==> config.mk <==
export PLATFORM = sky130hd
export DESIGN_NAME = round_robin_schedule_sim
export DESIGN_NICKNAME = d
export VERILOG_FILES = /design/src/sv/rrs_pkg.sv /design/src/sv/round_robin_schedule_sim.sv /design/src/sv/rrs_ram.sv /design/src/sv/rrs_ctrl.sv /design/src/sv/rrs_dp.sv
export SDC_FILE = /design/constraint.sdc
export NUM_CORES = 2
export LEC_CHECK = 0
export BUFFER_PORTS_ARGS = -buffer_cell sky130_fd_sc_hd__clkbuf_2
export CAP_MARGIN = 20
export CORE_ASPECT_RATIO = 0.9
export CORE_MARGIN = 4
export CORE_UTILIZATION = 50
export DETAILED_ROUTE_END_ITERATION = 8
export HOLD_SLACK_MARGIN = 0.06
export PLACE_DENSITY = 0.65
export SYNTH_ARGS = -nofsm -noshare
export SYNTH_HDL_FRONTEND = slang
export SYNTH_HIERARCHICAL = 1
export SYNTH_SLANG_ARGS = --single-unit
==> constraint.sdc <==
create_clock -name clk -period 12.1 [get_ports clk]
set_input_delay 1.815 -clock clk [delete_from_list [all_inputs] [get_ports clk]]
set_output_delay 1.815 -clock clk [all_outputs]
set_load 0.05 [all_outputs]
==> src/sv/rrs_pkg.sv <==
// Shared constants and controller/datapath interface types for the round-robin scheduler.
// No dependencies; the top level, controller and datapath import this package.
package rrs_pkg;

  localparam int MAX_PROCS = 32;
  localparam int IDX_W     = $clog2(MAX_PROCS);
  localparam int CNT_W     = $clog2(MAX_PROCS + 1);
  localparam int TIME_W    = 22;
  localparam int ARR_W     = 16;
  localparam int ID_W      = 8;
  localparam logic [15:0] QUANTUM_RST = 16'd4;

  // Commands from the controller to the datapath
  typedef struct packed {
    logic load;      // store accepted job
    logic init;      // start clock at first job, queue it
    logic idx_clr;
    logic idx_inc;
    logic min_clr;   // start search for earliest unadmitted arrival
    logic min_chk;
    logic jump;      // advance clock to earliest arrival
    logic pop;       // take queue head as current job
    logic exec;      // run current job for one slice
    logic adm_chk;   // admit scanned job if arrived
    logic push_cur;  // requeue preempted job
    logic out_ld;    // load result register
    logic clear;     // empty the table for the next batch
  } rrs_cmd_t;

  // Status from the datapath to the controller
  typedef struct packed {
    logic idx_end;
    logic fifo_empty;
    logic all_done;
    logic out_fire;
    logic out_last;
  } rrs_stat_t;

endpackage

==> src/sv/round_robin_schedule_sim.sv <==
// Round-robin scheduler top level: jobs load one per cycle while in_ready is high.
// After the last job the clock is set up; each dispatch pops the queue head, runs
// one slice and scans the stored jobs for admission; an idle-time search first
// finds the earliest unadmitted arrival. Results then leave one at a time, each
// after the previous is taken; in_ready returns after the last. Synchronous reset
// empties the table and sets the quantum to 4. Depends on rrs_pkg, rrs_ctrl, rrs_dp.
module round_robin_schedule_sim
  import rrs_pkg::*;
(
  input  logic              clk,
  input  logic              rst,
  input  logic              cfg_we,
  input  logic [15:0]       cfg_wdata,
  input  logic              in_valid,
  output logic              in_ready,
  input  logic [ID_W-1:0]   job_id,
  input  logic [ARR_W-1:0]  arrival_time,
  input  logic [ARR_W-1:0]  burst_time,
  input  logic              last_job,
  output logic              out_valid,
  input  logic              out_ready,
  output logic [ID_W-1:0]   out_job_id,
  output logic [TIME_W-1:0] completion_time,
  output logic [TIME_W-1:0] turnaround_time,
  output logic [TIME_W-1:0] waiting_time,
  output logic              last_result
);

  rrs_cmd_t  cmd;
  rrs_stat_t stat;

  rrs_ctrl u_ctrl (
    .clk, .rst, .in_valid, .last_job, .in_ready, .stat, .cmd
  );

  rrs_dp u_dp (
    .clk, .rst, .cmd, .stat, .cfg_we, .cfg_wdata,
    .job_id, .arrival_time, .burst_time,
    .out_valid, .out_ready, .out_job_id, .completion_time,
    .turnaround_time, .waiting_time, .last_result
  );

endmodule

==> src/sv/rrs_ram.sv <==
// Generic single-write, single-read RAM with registered read data.
// No dependencies.
module rrs_ram #(
  parameter int W = 8,
  parameter int D = 32
) (
  input  logic                 clk,
  input  logic                 we,
  input  logic [$clog2(D)-1:0] waddr,
  input  logic [W-1:0]         wdata,
  input  logic [$clog2(D)-1:0] raddr,
  output logic [W-1:0]         rdata
);

  logic [W-1:0] mem [D];

  always_ff @(posedge clk) begin
    if (we) begin
      mem[waddr] <= wdata;
    end
    rdata <= mem[raddr];
  end

endmodule

==> src/sv/rrs_ctrl.sv <==
// Controller state machine: load, simulate, report.
// Depends on rrs_pkg.
module rrs_ctrl
  import rrs_pkg::*;
(
  input  logic      clk,
  input  logic      rst,
  input  logic      in_valid,
  input  logic      last_job,
  output logic      in_ready,
  input  rrs_stat_t stat,
  output rrs_cmd_t  cmd
);

  localparam logic [3:0] S_LOAD    = 4'd0;
  localparam logic [3:0] S_INIT_RD = 4'd1;
  localparam logic [3:0] S_INIT    = 4'd2;
  localparam logic [3:0] S_DISP    = 4'd3;
  localparam logic [3:0] S_POP     = 4'd4;
  localparam logic [3:0] S_REM_RD  = 4'd5;
  localparam logic [3:0] S_EXEC    = 4'd6;
  localparam logic [3:0] S_ADM_RD  = 4'd7;
  localparam logic [3:0] S_ADM_CHK = 4'd8;
  localparam logic [3:0] S_MIN_RD  = 4'd9;
  localparam logic [3:0] S_MIN_CHK = 4'd10;
  localparam logic [3:0] S_OUT_RD  = 4'd11;
  localparam logic [3:0] S_OUT_LD  = 4'd12;
  localparam logic [3:0] S_OUT_WT  = 4'd13;

  logic [3:0] state, state_next;

  always_ff @(posedge clk) begin
    if (rst) begin
      state <= S_LOAD;
    end else begin
      state <= state_next;
    end
  end

  assign in_ready = (state == S_LOAD);

  // Next state and command decode
  always_comb begin
    state_next = state;
    cmd = '0;
    case (state)
      S_LOAD: begin
        if (in_valid) begin
          cmd.load = 1'b1;
          if (last_job) begin
            cmd.idx_clr = 1'b1;
            state_next = S_INIT_RD;
          end
        end
      end
      S_INIT_RD: state_next = S_INIT;
      S_INIT: begin
        cmd.init = 1'b1;
        state_next = S_DISP;
      end
      S_DISP: begin
        cmd.idx_clr = 1'b1;
        if (stat.all_done) begin
          state_next = S_OUT_RD;
        end else if (stat.fifo_empty) begin
          cmd.min_clr = 1'b1;
          state_next = S_MIN_RD;
        end else begin
          state_next = S_POP;
        end
      end
      S_POP: begin
        cmd.pop = 1'b1;
        state_next = S_REM_RD;
      end
      S_REM_RD: state_next = S_EXEC;
      S_EXEC: begin
        cmd.exec = 1'b1;
        cmd.idx_clr = 1'b1;
        state_next = S_ADM_RD;
      end
      S_ADM_RD: begin
        if (stat.idx_end) begin
          cmd.push_cur = 1'b1;
          state_next = S_DISP;
        end else begin
          state_next = S_ADM_CHK;
        end
      end
      S_ADM_CHK: begin
        cmd.adm_chk = 1'b1;
        cmd.idx_inc = 1'b1;
        state_next = S_ADM_RD;
      end
      S_MIN_RD: begin
        if (stat.idx_end) begin
          cmd.jump = 1'b1;
          cmd.idx_clr = 1'b1;
          state_next = S_ADM_RD;
        end else begin
          state_next = S_MIN_CHK;
        end
      end
      S_MIN_CHK: begin
        cmd.min_chk = 1'b1;
        cmd.idx_inc = 1'b1;
        state_next = S_MIN_RD;
      end
      S_OUT_RD: state_next = S_OUT_LD;
      S_OUT_LD: begin
        cmd.out_ld = 1'b1;
        cmd.idx_inc = 1'b1;
        state_next = S_OUT_WT;
      end
      S_OUT_WT: begin
        if (stat.out_fire) begin
          if (stat.out_last) begin
            cmd.clear = 1'b1;
            state_next = S_LOAD;
          end else begin
            state_next = S_OUT_RD;
          end
        end
      end
      default: state_next = S_LOAD;
    endcase
  end

endmodule

==> src/sv/rrs_dp.sv <==
// Datapath: job tables, ready queue, clock, counters and result register.
// Depends on rrs_pkg and rrs_ram.
module rrs_dp
  import rrs_pkg::*;
(
  input  logic              clk,
  input  logic              rst,
  input  rrs_cmd_t          cmd,
  output rrs_stat_t         stat,
  input  logic              cfg_we,
  input  logic [15:0]       cfg_wdata,
  input  logic [ID_W-1:0]   job_id,
  input  logic [ARR_W-1:0]  arrival_time,
  input  logic [ARR_W-1:0]  burst_time,
  output logic              out_valid,
  input  logic              out_ready,
  output logic [ID_W-1:0]   out_job_id,
  output logic [TIME_W-1:0] completion_time,
  output logic [TIME_W-1:0] turnaround_time,
  output logic [TIME_W-1:0] waiting_time,
  output logic              last_result
);

  logic [15:0]          quantum;
  logic [CNT_W-1:0]     jobs_loaded;
  logic [CNT_W-1:0]     idx;
  logic [CNT_W-1:0]     done;
  logic [CNT_W-1:0]     fifo_count;
  logic [IDX_W-1:0]     fifo_head, fifo_tail;
  logic [IDX_W-1:0]     cur_j;
  logic                 requeue;
  logic [TIME_W-1:0]    sim_time;
  logic [ARR_W:0]       best;
  logic [MAX_PROCS-1:0] admitted;

  logic [ARR_W-1:0]  arr_rd, burst_rd, rem_rd;
  logic [ID_W-1:0]   id_rd;
  logic [TIME_W-1:0] fin_rd;
  logic [IDX_W-1:0]  fifo_rd;

  logic [IDX_W-1:0]  idx_a;
  logic              full, ld_we;
  logic [15:0]       q_eff;
  logic              rem_le;
  logic              adm_push, fifo_we;
  logic [IDX_W-1:0]  fifo_wdata;
  logic              rem_we;
  logic [IDX_W-1:0]  rem_waddr;
  logic [ARR_W-1:0]  rem_wdata;
  logic [TIME_W-1:0] fin_time;
  logic [TIME_W-1:0] tat;

  assign idx_a    = idx[IDX_W-1:0];
  assign full     = (jobs_loaded == CNT_W'(MAX_PROCS));
  assign ld_we    = cmd.load & ~full;
  assign q_eff    = (quantum == 16'd0) ? 16'd1 : quantum;
  assign rem_le   = (rem_rd <= q_eff);
  assign fin_time = sim_time + TIME_W'(rem_rd);
  assign adm_push = cmd.adm_chk & ~admitted[idx_a]
                    & (TIME_W'(arr_rd) <= sim_time);
  assign fifo_we  = cmd.init | adm_push | (cmd.push_cur & requeue);

  // Queue write data: first job, newly arrived job, or preempted job
  always_comb begin
    if (cmd.init) begin
      fifo_wdata = '0;
    end else if (adm_push) begin
      fifo_wdata = idx_a;
    end else begin
      fifo_wdata = cur_j;
    end
  end

  // Remaining time: written on load and on preemption
  assign rem_we    = ld_we | (cmd.exec & ~rem_le);
  assign rem_waddr = ld_we ? jobs_loaded[IDX_W-1:0] : cur_j;
  assign rem_wdata = ld_we ? burst_time : (rem_rd - q_eff);

  rrs_ram #(.W(ARR_W), .D(MAX_PROCS)) u_arr (
    .clk, .we(ld_we), .waddr(jobs_loaded[IDX_W-1:0]), .wdata(arrival_time),
    .raddr(idx_a), .rdata(arr_rd));
  rrs_ram #(.W(ARR_W), .D(MAX_PROCS)) u_burst (
    .clk, .we(ld_we), .waddr(jobs_loaded[IDX_W-1:0]), .wdata(burst_time),
    .raddr(idx_a), .rdata(burst_rd));
  rrs_ram #(.W(ID_W), .D(MAX_PROCS)) u_id (
    .clk, .we(ld_we), .waddr(jobs_loaded[IDX_W-1:0]), .wdata(job_id),
    .raddr(idx_a), .rdata(id_rd));
  rrs_ram #(.W(ARR_W), .D(MAX_PROCS)) u_rem (
    .clk, .we(rem_we), .waddr(rem_waddr), .wdata(rem_wdata),
    .raddr(cur_j), .rdata(rem_rd));
  rrs_ram #(.W(TIME_W), .D(MAX_PROCS)) u_fin (
    .clk, .we(cmd.exec & rem_le), .waddr(cur_j), .wdata(fin_time),
    .raddr(idx_a), .rdata(fin_rd));
  rrs_ram #(.W(IDX_W), .D(MAX_PROCS)) u_fifo (
    .clk, .we(fifo_we), .waddr(fifo_tail), .wdata(fifo_wdata),
    .raddr(fifo_head), .rdata(fifo_rd));

  // Quantum register
  always_ff @(posedge clk) begin
    if (rst) begin
      quantum <= QUANTUM_RST;
    end else if (cfg_we) begin
      quantum <= cfg_wdata;
    end
  end

  // Table fill, scan index, completion count, admitted flags
  always_ff @(posedge clk) begin
    if (rst) begin
      jobs_loaded <= '0;
      idx         <= '0;
      done        <= '0;
      admitted    <= '0;
    end else begin
      if (ld_we) begin
        jobs_loaded <= jobs_loaded + 1'b1;
      end else if (cmd.clear) begin
        jobs_loaded <= '0;
      end
      if (cmd.idx_clr) begin
        idx <= '0;
      end else if (cmd.idx_inc) begin
        idx <= idx + 1'b1;
      end
      if (cmd.init) begin
        done <= '0;
      end else if (cmd.exec & rem_le) begin
        done <= done + 1'b1;
      end
      if (cmd.clear) begin
        admitted <= '0;
      end else if (cmd.init) begin
        admitted[0] <= 1'b1;
      end else if (adm_push) begin
        admitted[idx_a] <= 1'b1;
      end
    end
  end

  // Ready queue pointers; emptied between batches so the first job lands in slot 0
  always_ff @(posedge clk) begin
    if (rst) begin
      fifo_head  <= '0;
      fifo_tail  <= '0;
      fifo_count <= '0;
    end else if (cmd.clear) begin
      fifo_head  <= '0;
      fifo_tail  <= '0;
      fifo_count <= '0;
    end else if (cmd.init) begin
      fifo_head  <= '0;
      fifo_tail  <= IDX_W'(1);
      fifo_count <= CNT_W'(1);
    end else if (cmd.pop) begin
      fifo_head  <= fifo_head + 1'b1;
      fifo_count <= fifo_count - 1'b1;
    end else if (fifo_we) begin
      fifo_tail  <= fifo_tail + 1'b1;
      fifo_count <= fifo_count + 1'b1;
    end
  end

  // Clock and requeue flag; current job and earliest-arrival search below
  always_ff @(posedge clk) begin
    if (rst) begin
      sim_time <= '0;
      requeue  <= 1'b0;
    end else begin
      if (cmd.init) begin
        sim_time <= TIME_W'(arr_rd);
      end else if (cmd.exec) begin
        sim_time <= rem_le ? fin_time : (sim_time + TIME_W'(q_eff));
      end else if (cmd.jump && (TIME_W'(best) > sim_time)) begin
        sim_time <= TIME_W'(best);
      end
      if (cmd.exec) begin
        requeue <= ~rem_le;
      end else if (cmd.min_clr) begin
        requeue <= 1'b0;
      end
    end
  end

  always_ff @(posedge clk) begin
    if (cmd.pop) begin
      cur_j <= fifo_rd;
    end
    if (cmd.min_clr) begin
      best <= '1;
    end else if (cmd.min_chk && !admitted[idx_a] && ({1'b0, arr_rd} < best)) begin
      best <= {1'b0, arr_rd};
    end
  end

  // Result register
  assign tat = fin_rd - TIME_W'(arr_rd);

  always_ff @(posedge clk) begin
    if (rst) begin
      out_valid <= 1'b0;
    end else if (cmd.out_ld) begin
      out_valid <= 1'b1;
    end else if (out_ready) begin
      out_valid <= 1'b0;
    end
  end

  always_ff @(posedge clk) begin
    if (cmd.out_ld) begin
      out_job_id      <= id_rd;
      completion_time <= fin_rd;
      turnaround_time <= tat;
      waiting_time    <= tat - TIME_W'(burst_rd);
      last_result     <= ((idx + 1'b1) == jobs_loaded);
    end
  end

  assign stat.idx_end    = (idx == jobs_loaded);
  assign stat.fifo_empty = (fifo_count == '0);
  assign stat.all_done   = (done == jobs_loaded);
  assign stat.out_fire   = out_valid & out_ready;
  assign stat.out_last   = last_result;

endmodule
### Word level (Yosys, flattened, before mapping)

Memory sizes are Yosys's and may differ from the RTL's. A register that Yosys moved wholly into a read port is not among the register bits.
Index checks and enable logic that the tools add are counted.

| operators by class | value |
|---|---|
| multiplexer cells | 65 |
| reductions and logical operators | 28 |
| equal/unequal tests | 21 |
| $add $sub $neg | 12 |
| bitwise operators | 16 |
| $lt $le $gt $ge | 6 |

Operators by type and width:

| kind | count |
|---|---|
| 22-bit 2-to-1 mux | 3 |
| 4-bit case mux with 13 select lines | 1 |
| 16-bit 2-to-1 mux | 3 |
| 22-bit by 16-bit adder with 22-bit output | 2 |
| 22-bit by 16-bit subtractor with 22-bit output | 2 |
| 1-bit 2-to-1 mux | 40 |
| 4-bit 2-to-1 mux | 8 |
| 32-bit bitwise OR | 1 |
| 6-bit by 1-bit adder with 6-bit output (second input constant) | 4 |
| 4-bit == test (second input constant) | 6 |
| 6-bit 2-to-1 mux | 4 |
| 17-bit by 22-bit > comparator with 1-bit output | 1 |
| 16-bit by 22-bit less-or-equal comparator with 1-bit output | 1 |
| 6-bit == test | 3 |
| 16-bit by 17-bit < comparator with 1-bit output | 1 |
| 4-bit by 3-bit == test with 1-bit output (second input constant) | 4 |
| 16-bit less-or-equal comparator | 1 |
| 16-bit zero test | 1 |
| 16-bit subtractor | 1 |
| 5-bit 2-to-1 mux | 3 |
| 2-bit nonzero test | 7 |
| 5-bit by 1-bit adder with 5-bit output (second input constant) | 2 |
| 2-bit OR reduction | 5 |
| 4-bit by 2-bit == test with 1-bit output (second input constant) | 2 |
| 21 further kinds | 42 |

| word-level totals | value |
|---|---|
| logic and storage cells | 177 |
| output and inout port bits | 77 |
| bits in registers | 207 |
| memory bits (writable) | 2656 |
| memories | 6 |
| input bits | 62 |

Memory list:

| memory | words | bits a word | read ports | clocked after memory_dff | write ports | RTL line | RTL |
|---|---|---|---|---|---|---|---|
| u_dp.u_fin.mem | 32 | 22 | 1 | 1 | 1 | rrs_ram.sv:15 | `logic [W-1:0] mem [D];` |
| u_dp.u_arr.mem | 32 | 16 | 1 | 1 | 1 | rrs_ram.sv:15 |  |
| u_dp.u_burst.mem | 32 | 16 | 1 | 1 | 1 | rrs_ram.sv:15 |  |
| u_dp.u_rem.mem | 32 | 16 | 1 | 1 | 1 | rrs_ram.sv:15 |  |
| u_dp.u_id.mem | 32 | 8 | 1 | 1 | 1 | rrs_ram.sv:15 |  |
| u_dp.u_fifo.mem | 32 | 5 | 1 | 1 | 1 | rrs_ram.sv:15 |  |

### Depth between registers and ports, before layout

| logic depth | value |
|---|---|
| depth in word-level cells | 10 |
| mapped depth | 18 |
| depth with buffers taken out | 18 |

### Modules after synthesis

The synthesis kept the hierarchy.

By module, submodules not included:

| module | cells each | area each (um^2) | sequential area each (um^2) | instances |
|---|---|---|---|---|
| rrs_ram at u_dp.u_burst ... | 1143 | 20535.9 | 15695.1 | 2 |
| rrs_ram at u_dp.u_fin | 1550 | 27985.6 | 21580.7 | 1 |
| rrs_ram at u_dp.u_arr | 1143 | 20534.7 | 15695.1 | 1 |
| rrs_dp | 1612 | 14087.3 | 4864.7 | 1 |
| rrs_ram at u_dp.u_id | 417 | 10053.4 | 7847.5 | 1 |
| rrs_ram at u_dp.u_fifo | 277 | 6344.8 | 4904.7 | 1 |
| rrs_ctrl | 79 | 515.5 | 80.1 | 1 |

### Worst setup path after synthesis

OpenSTA, ideal clock, no wires.

| timing | value |
|---|---|
| kind | input -> register |
| start | input in_valid |
| end | memory u_dp/u_rem/mem[0][11] (netlist name), data pin |
| arrival | 4.538 ns |
| slack | 6.998 ns |
| cell stages on the path | 5 |
| data required time | 11.537 ns |
| setup time | 0.563 ns |
| buffers on the path | 1 |
| cell sequence | and2_1 o41ai_1 inv_1 clkbuf_1 o41ai_1 |

| on the way | value |
|---|---|
| longest elaborated chain between the ends | 4 |

RTL lines:

| what | RTL line | RTL |
|---|---|---|
| start, declared | round_robin_schedule_sim.sv:14 | `input logic in_valid,` |
| 1-bit 2-to-1 mux | rrs_ctrl.sv:48 | `if (in_valid) begin` |
| 1-bit 2-to-1 mux | rrs_ctrl.sv:46 | `case (state)` |
| 1-bit AND | rrs_dp.sv:55 | `assign ld_we = cmd.load & ~full;` |
| 16-bit 2-to-1 mux | rrs_dp.sv:77 | `assign rem_wdata = ld_we ? burst_time : (rem_rd - q_eff);` |
| via u_dp.rem_wdata[11] | rrs_dp.sv:49 | `logic [ARR_W-1:0] rem_wdata;` |
| end, declared | rrs_ram.sv:15 |  |

The timed path passes the listed nets, and every way through them passes these cells.

==> metrics <==
capturing element type of the critical path=flip-flop; Worst path slowest cell=sky130_fd_sc_hd__buf_4; global routing met2 resource utilization=35.8%; status=finished, final reports clean; Final nets=7,859; count of pins on the block boundary=139; global placement routability congestion=0.860; total of endpoints with negative setup slack in the final report=0; Layout area overhead=11.5%; cells resized by post-CTS repair=0; GRT overflow=0; insertion delay to the later sink of the worst-skew pair=860 ps; share of total power in sequential cells=53.8%; internal power=0.0166 W; routed vias=67,100; number of placement rows=170; cell at the root of the clock tree=sky130_fd_sc_hd__clkbuf_16; count leader, synth=sky130_fd_sc_hd__edfxtp_1; Logic pwr share=3.7%; total global routing track utilization=23.5%; Worst setup endpoint=u_dp/u_arr/rdata[11]; Worst Path Arrival=6150 ps; actual transition at the worst max-transition pin=1180 ps; Inserted Clock Buffers=303; depth of the worst register-to-register path=9; required time at the worst-slack endpoint=12,800 ps; fill cell total of the finished layout=18,300; most frequent cells after synthesis=sky130_fd_sc_hd__edfxtp_1 (2,736), sky130_fd_sc_hd__mux2i_1 (1,163), sky130_fd_sc_hd__nor2_1 (376), sky130_fd_sc_hd__a22oi_1 (281), sky130_fd_sc_hd__a21oi_1 (274); Post-synth ARST share=0%; per-cell via count in the routed design=6.06; Post-Syn Area per Cell=16.4 sq um; number of enable-type register cells in the synthesized netlist=2,736; hold buffer count at cts=0; Setup TNS Final=0 ps; proportion of synthesized chip area in sequential cells=71.6%; hold violation total from the final report=0; total of max-cap violations=0; antenna viol nets, final=0; IR Drop Worst-Case VDD=0.138 mV; Max Clock Freq=183 MHz; setup slack on the worst flop-to-flop path=6650 ps; min setup slack post-route=6650 ps; total die area=0.249 sq mm; cell type contributing the most total cell area after synthesis=sky130_fd_sc_hd__edfxtp_1; number of antenna violations at the first check in global routing=13; crit path launch type=flip-flop; level count of the clock H-tree=5; net count after synthesis=7,573; post-synth cell types=86; synthesis warning total=6; total half-perimeter wirelength after legalization and detailed placement=180,000 microns; wire length of the first global-routing pass=437,000 microns; number of DRC markers after the initial detailed-route iteration=7,330; fin crit period=5450 ps; global routing met1 resource utilization=34.8%; Initial Util=50.4%; cell breakdown of the critical path=buf_4 -> buf_4 -> buf_12 -> buf_4 -> mux2i_1 -> a22o_1 -> nor3_1 -> a31oi_1 -> nand3_1; fraction of the core area covered by cells at the end of the flow=56.2%; static leakage=43.0 nW; Power Density=156 mW/mm^2; clk buf depth=4; vertical die dimension=474 microns; Buffers on Ports=138; Netlist Area Pre-Place=0.121 sq mm; busiest metal layer after global routing=met2; type of the worst setup path=flip-flop to flip-flop; fraction of layout instances using a drive strength above 1=13.8%; Post-Route Skew=79.4 ps; minimum setup slack after placement=6720 ps; Tcrit/Tclk final=45.0%; largest cells by area after synthesis=sky130_fd_sc_hd__edfxtp_1 (68%), sky130_fd_sc_hd__mux2i_1 (9.7%), sky130_fd_sc_hd__dfxtp_1 (3.5%); number of max-slew violations in the final report=0; Sequential cell area=0.0864 sq mm; post-synthesis instance total=7,364; TritonCTS clock tree=done; via count of the first global-routing pass=64,800; multi-input combinational cell area=0.0314 sq mm; worst hold path class=flip-flop to flip-flop; cell mode on critical path=sky130_fd_sc_hd__buf_4; wire length per cell after detailed routing=27.1 microns; unrepaired setup endpoints after global routing=no; startpoint of the worst setup timing path=u_dp/idx[0]; post-detailed-routing wire length=300,000 microns; global-route met3 utilization=3.47%; worst reg2reg path startpoint=u_dp/idx[0]; origin of the worst min-delay path=u_dp/u_id/rdata[0]; largest net degree at the start of global routing=127; Top FF cell, synth=sky130_fd_sc_hd__edfxtp_1; post-CTS clock slew at the launch and capture registers of the worst setup and hold paths=60 ps; #FFs+latches synth=2,946; die width=526 microns; switch share=20.9%; Sw Pwr=0.00439 W; placeable core region=0.239 sq mm; iteration count of the initial detailed-routing pass=6; worst-path maximum fanout=126; count of clock tree sinks=2,946; total DRC errors in the routed layout=0; Worst slew margin=21.1%; Reg-to-Reg End=u_dp/u_arr/rdata[11]; clock network fraction of total power=42.5%; Post-CTS Setup Bufs=0; area share of the largest cell type after synthesis=68.1%; maximum single-stage delay on the critical path=900 ps
## state kept, by name, summed over array words and instances (netlist names), 17 cells and up
name and flops:
u_dp/sim_time 22, u_dp/u_arr/mem 512, u_dp/turnaround_time 22, u_dp/u_id/mem 256, u_dp/u_fin/mem 704, u_dp/u_fifo/mem 160, u_dp/completion_time 22, u_dp/best 17
u_dp/admitted 32, u_dp/u_burst/mem 512, u_dp/waiting_time 22, u_dp/u_fin/rdata 22, u_dp/u_rem/mem 512
## worst min path at each step
stage	to	slack, ps	cells after the start
3_5_place_dp	u_dp/out_job_id[7]	390	0
4_1_cts	u_dp/out_job_id[0]	410	0
3_3_place_gp	u_dp/out_job_id[7]	390	0
6_report	u_dp/out_job_id[0]	400	0
2_1_floorplan	u_dp/cur_j[0]	390	0
5_1_grt	u_dp/out_job_id[0]	410	0
## power groups by stage
stage / combinational [W] / clock (W) / sequential, W
after CTS: 0.000767 / 0.00909 / 0.0113
after detailed placement: 0.000765 / 0 / 0.0115
final: 0.000773 / 0.00892 / 0.0113
after global routing: 0.000838 / 0.00953 / 0.0113
after floorplan: 0.000408 / 0 / 0.0115
after global placement: 0.000742 / 0 / 0.0115
## worst max-delay path: cells and delay by family, from the launching register on
family                 cells  cell delay [ps]
and+or+nand+nor            2              180
AOI/OAI and AO/OA          2              570
muxes                      1              330
buffers and inverters      4             2990
DFF                        1              890
## through the flow
step	power (W)	std cells	hold WS [ps]	cell area (sq um)
2_1_floorplan	0.0119	7364	386	121000
3_3_place_gp	0.0123	10500	387	125000
3_5_place_dp	0.0123	10500	391	125000
4_1_cts	0.0212	11100	406	134000
5_1_grt	0.0217	11100	412	134000
6_report	0.0210	11100	403	134000
## area by class of cell
class	instances	area share, %
diodes	8	0.0149
clock buffers	408	6.15
clock inverters	132	0.889
inverters	137	0.382
multi-input cells	3874	23.4
flip-flops and latches	2946	64.2
well taps	3182	2.96
repair buffers	388	2.01
## placed cells by master (no fill, tap or decap), types with 47 or more instances in the layout
master,netlist,layout
sky130_fd_sc_hd__edfxtp_1,2736,2736
sky130_fd_sc_hd__mux2i_1,1163,1163
sky130_fd_sc_hd__nor2_1,376,341
sky130_fd_sc_hd__clkbuf_16,0,312
sky130_fd_sc_hd__a22oi_1,281,281
sky130_fd_sc_hd__a21oi_1,274,261
sky130_fd_sc_hd__nand2_1,258,258
sky130_fd_sc_hd__buf_4,86,232
sky130_fd_sc_hd__dfxtp_1,210,203
sky130_fd_sc_hd__nand3_1,186,185
sky130_fd_sc_hd__a22o_1,141,141
sky130_fd_sc_hd__ha_1,141,141
sky130_fd_sc_hd__clkbuf_2,0,138
sky130_fd_sc_hd__mux4_2,137,137
sky130_fd_sc_hd__inv_1,136,136
sky130_fd_sc_hd__nor3_1,107,104
sky130_fd_sc_hd__nand4_1,97,97
sky130_fd_sc_hd__a31oi_1,93,92
sky130_fd_sc_hd__clkbuf_1,143,86
sky130_fd_sc_hd__o21ai_0,73,70
sky130_fd_sc_hd__xnor2_1,67,54
sky130_fd_sc_hd__clkinv_1,1,47
## routing by layer
| layer | routed length (microns) | part of all wire, % |
|---|---|---|
| met5 | 55 | 0.018 |
| met3 | 22900 | 7.6 |
| met2 | 137000 | 46 |
| met4 | 9750 | 3.2 |
| met1 | 131000 | 44 |
## logic make-up after synthesis
kind of cell / count (synthesis) / share of synthesized area [%]
fa+ha+maj: 147 / 1.56
buf+inv: 544 / 2.68
compound gates: 1067 / 6.07
flops: 2946 / 71.6
mux: 1318 / 12.4
simple gates: 1240 / 4.95
xor+xnor: 102 / 0.741
No activity file was read; power rests on OpenSTA's default activity.
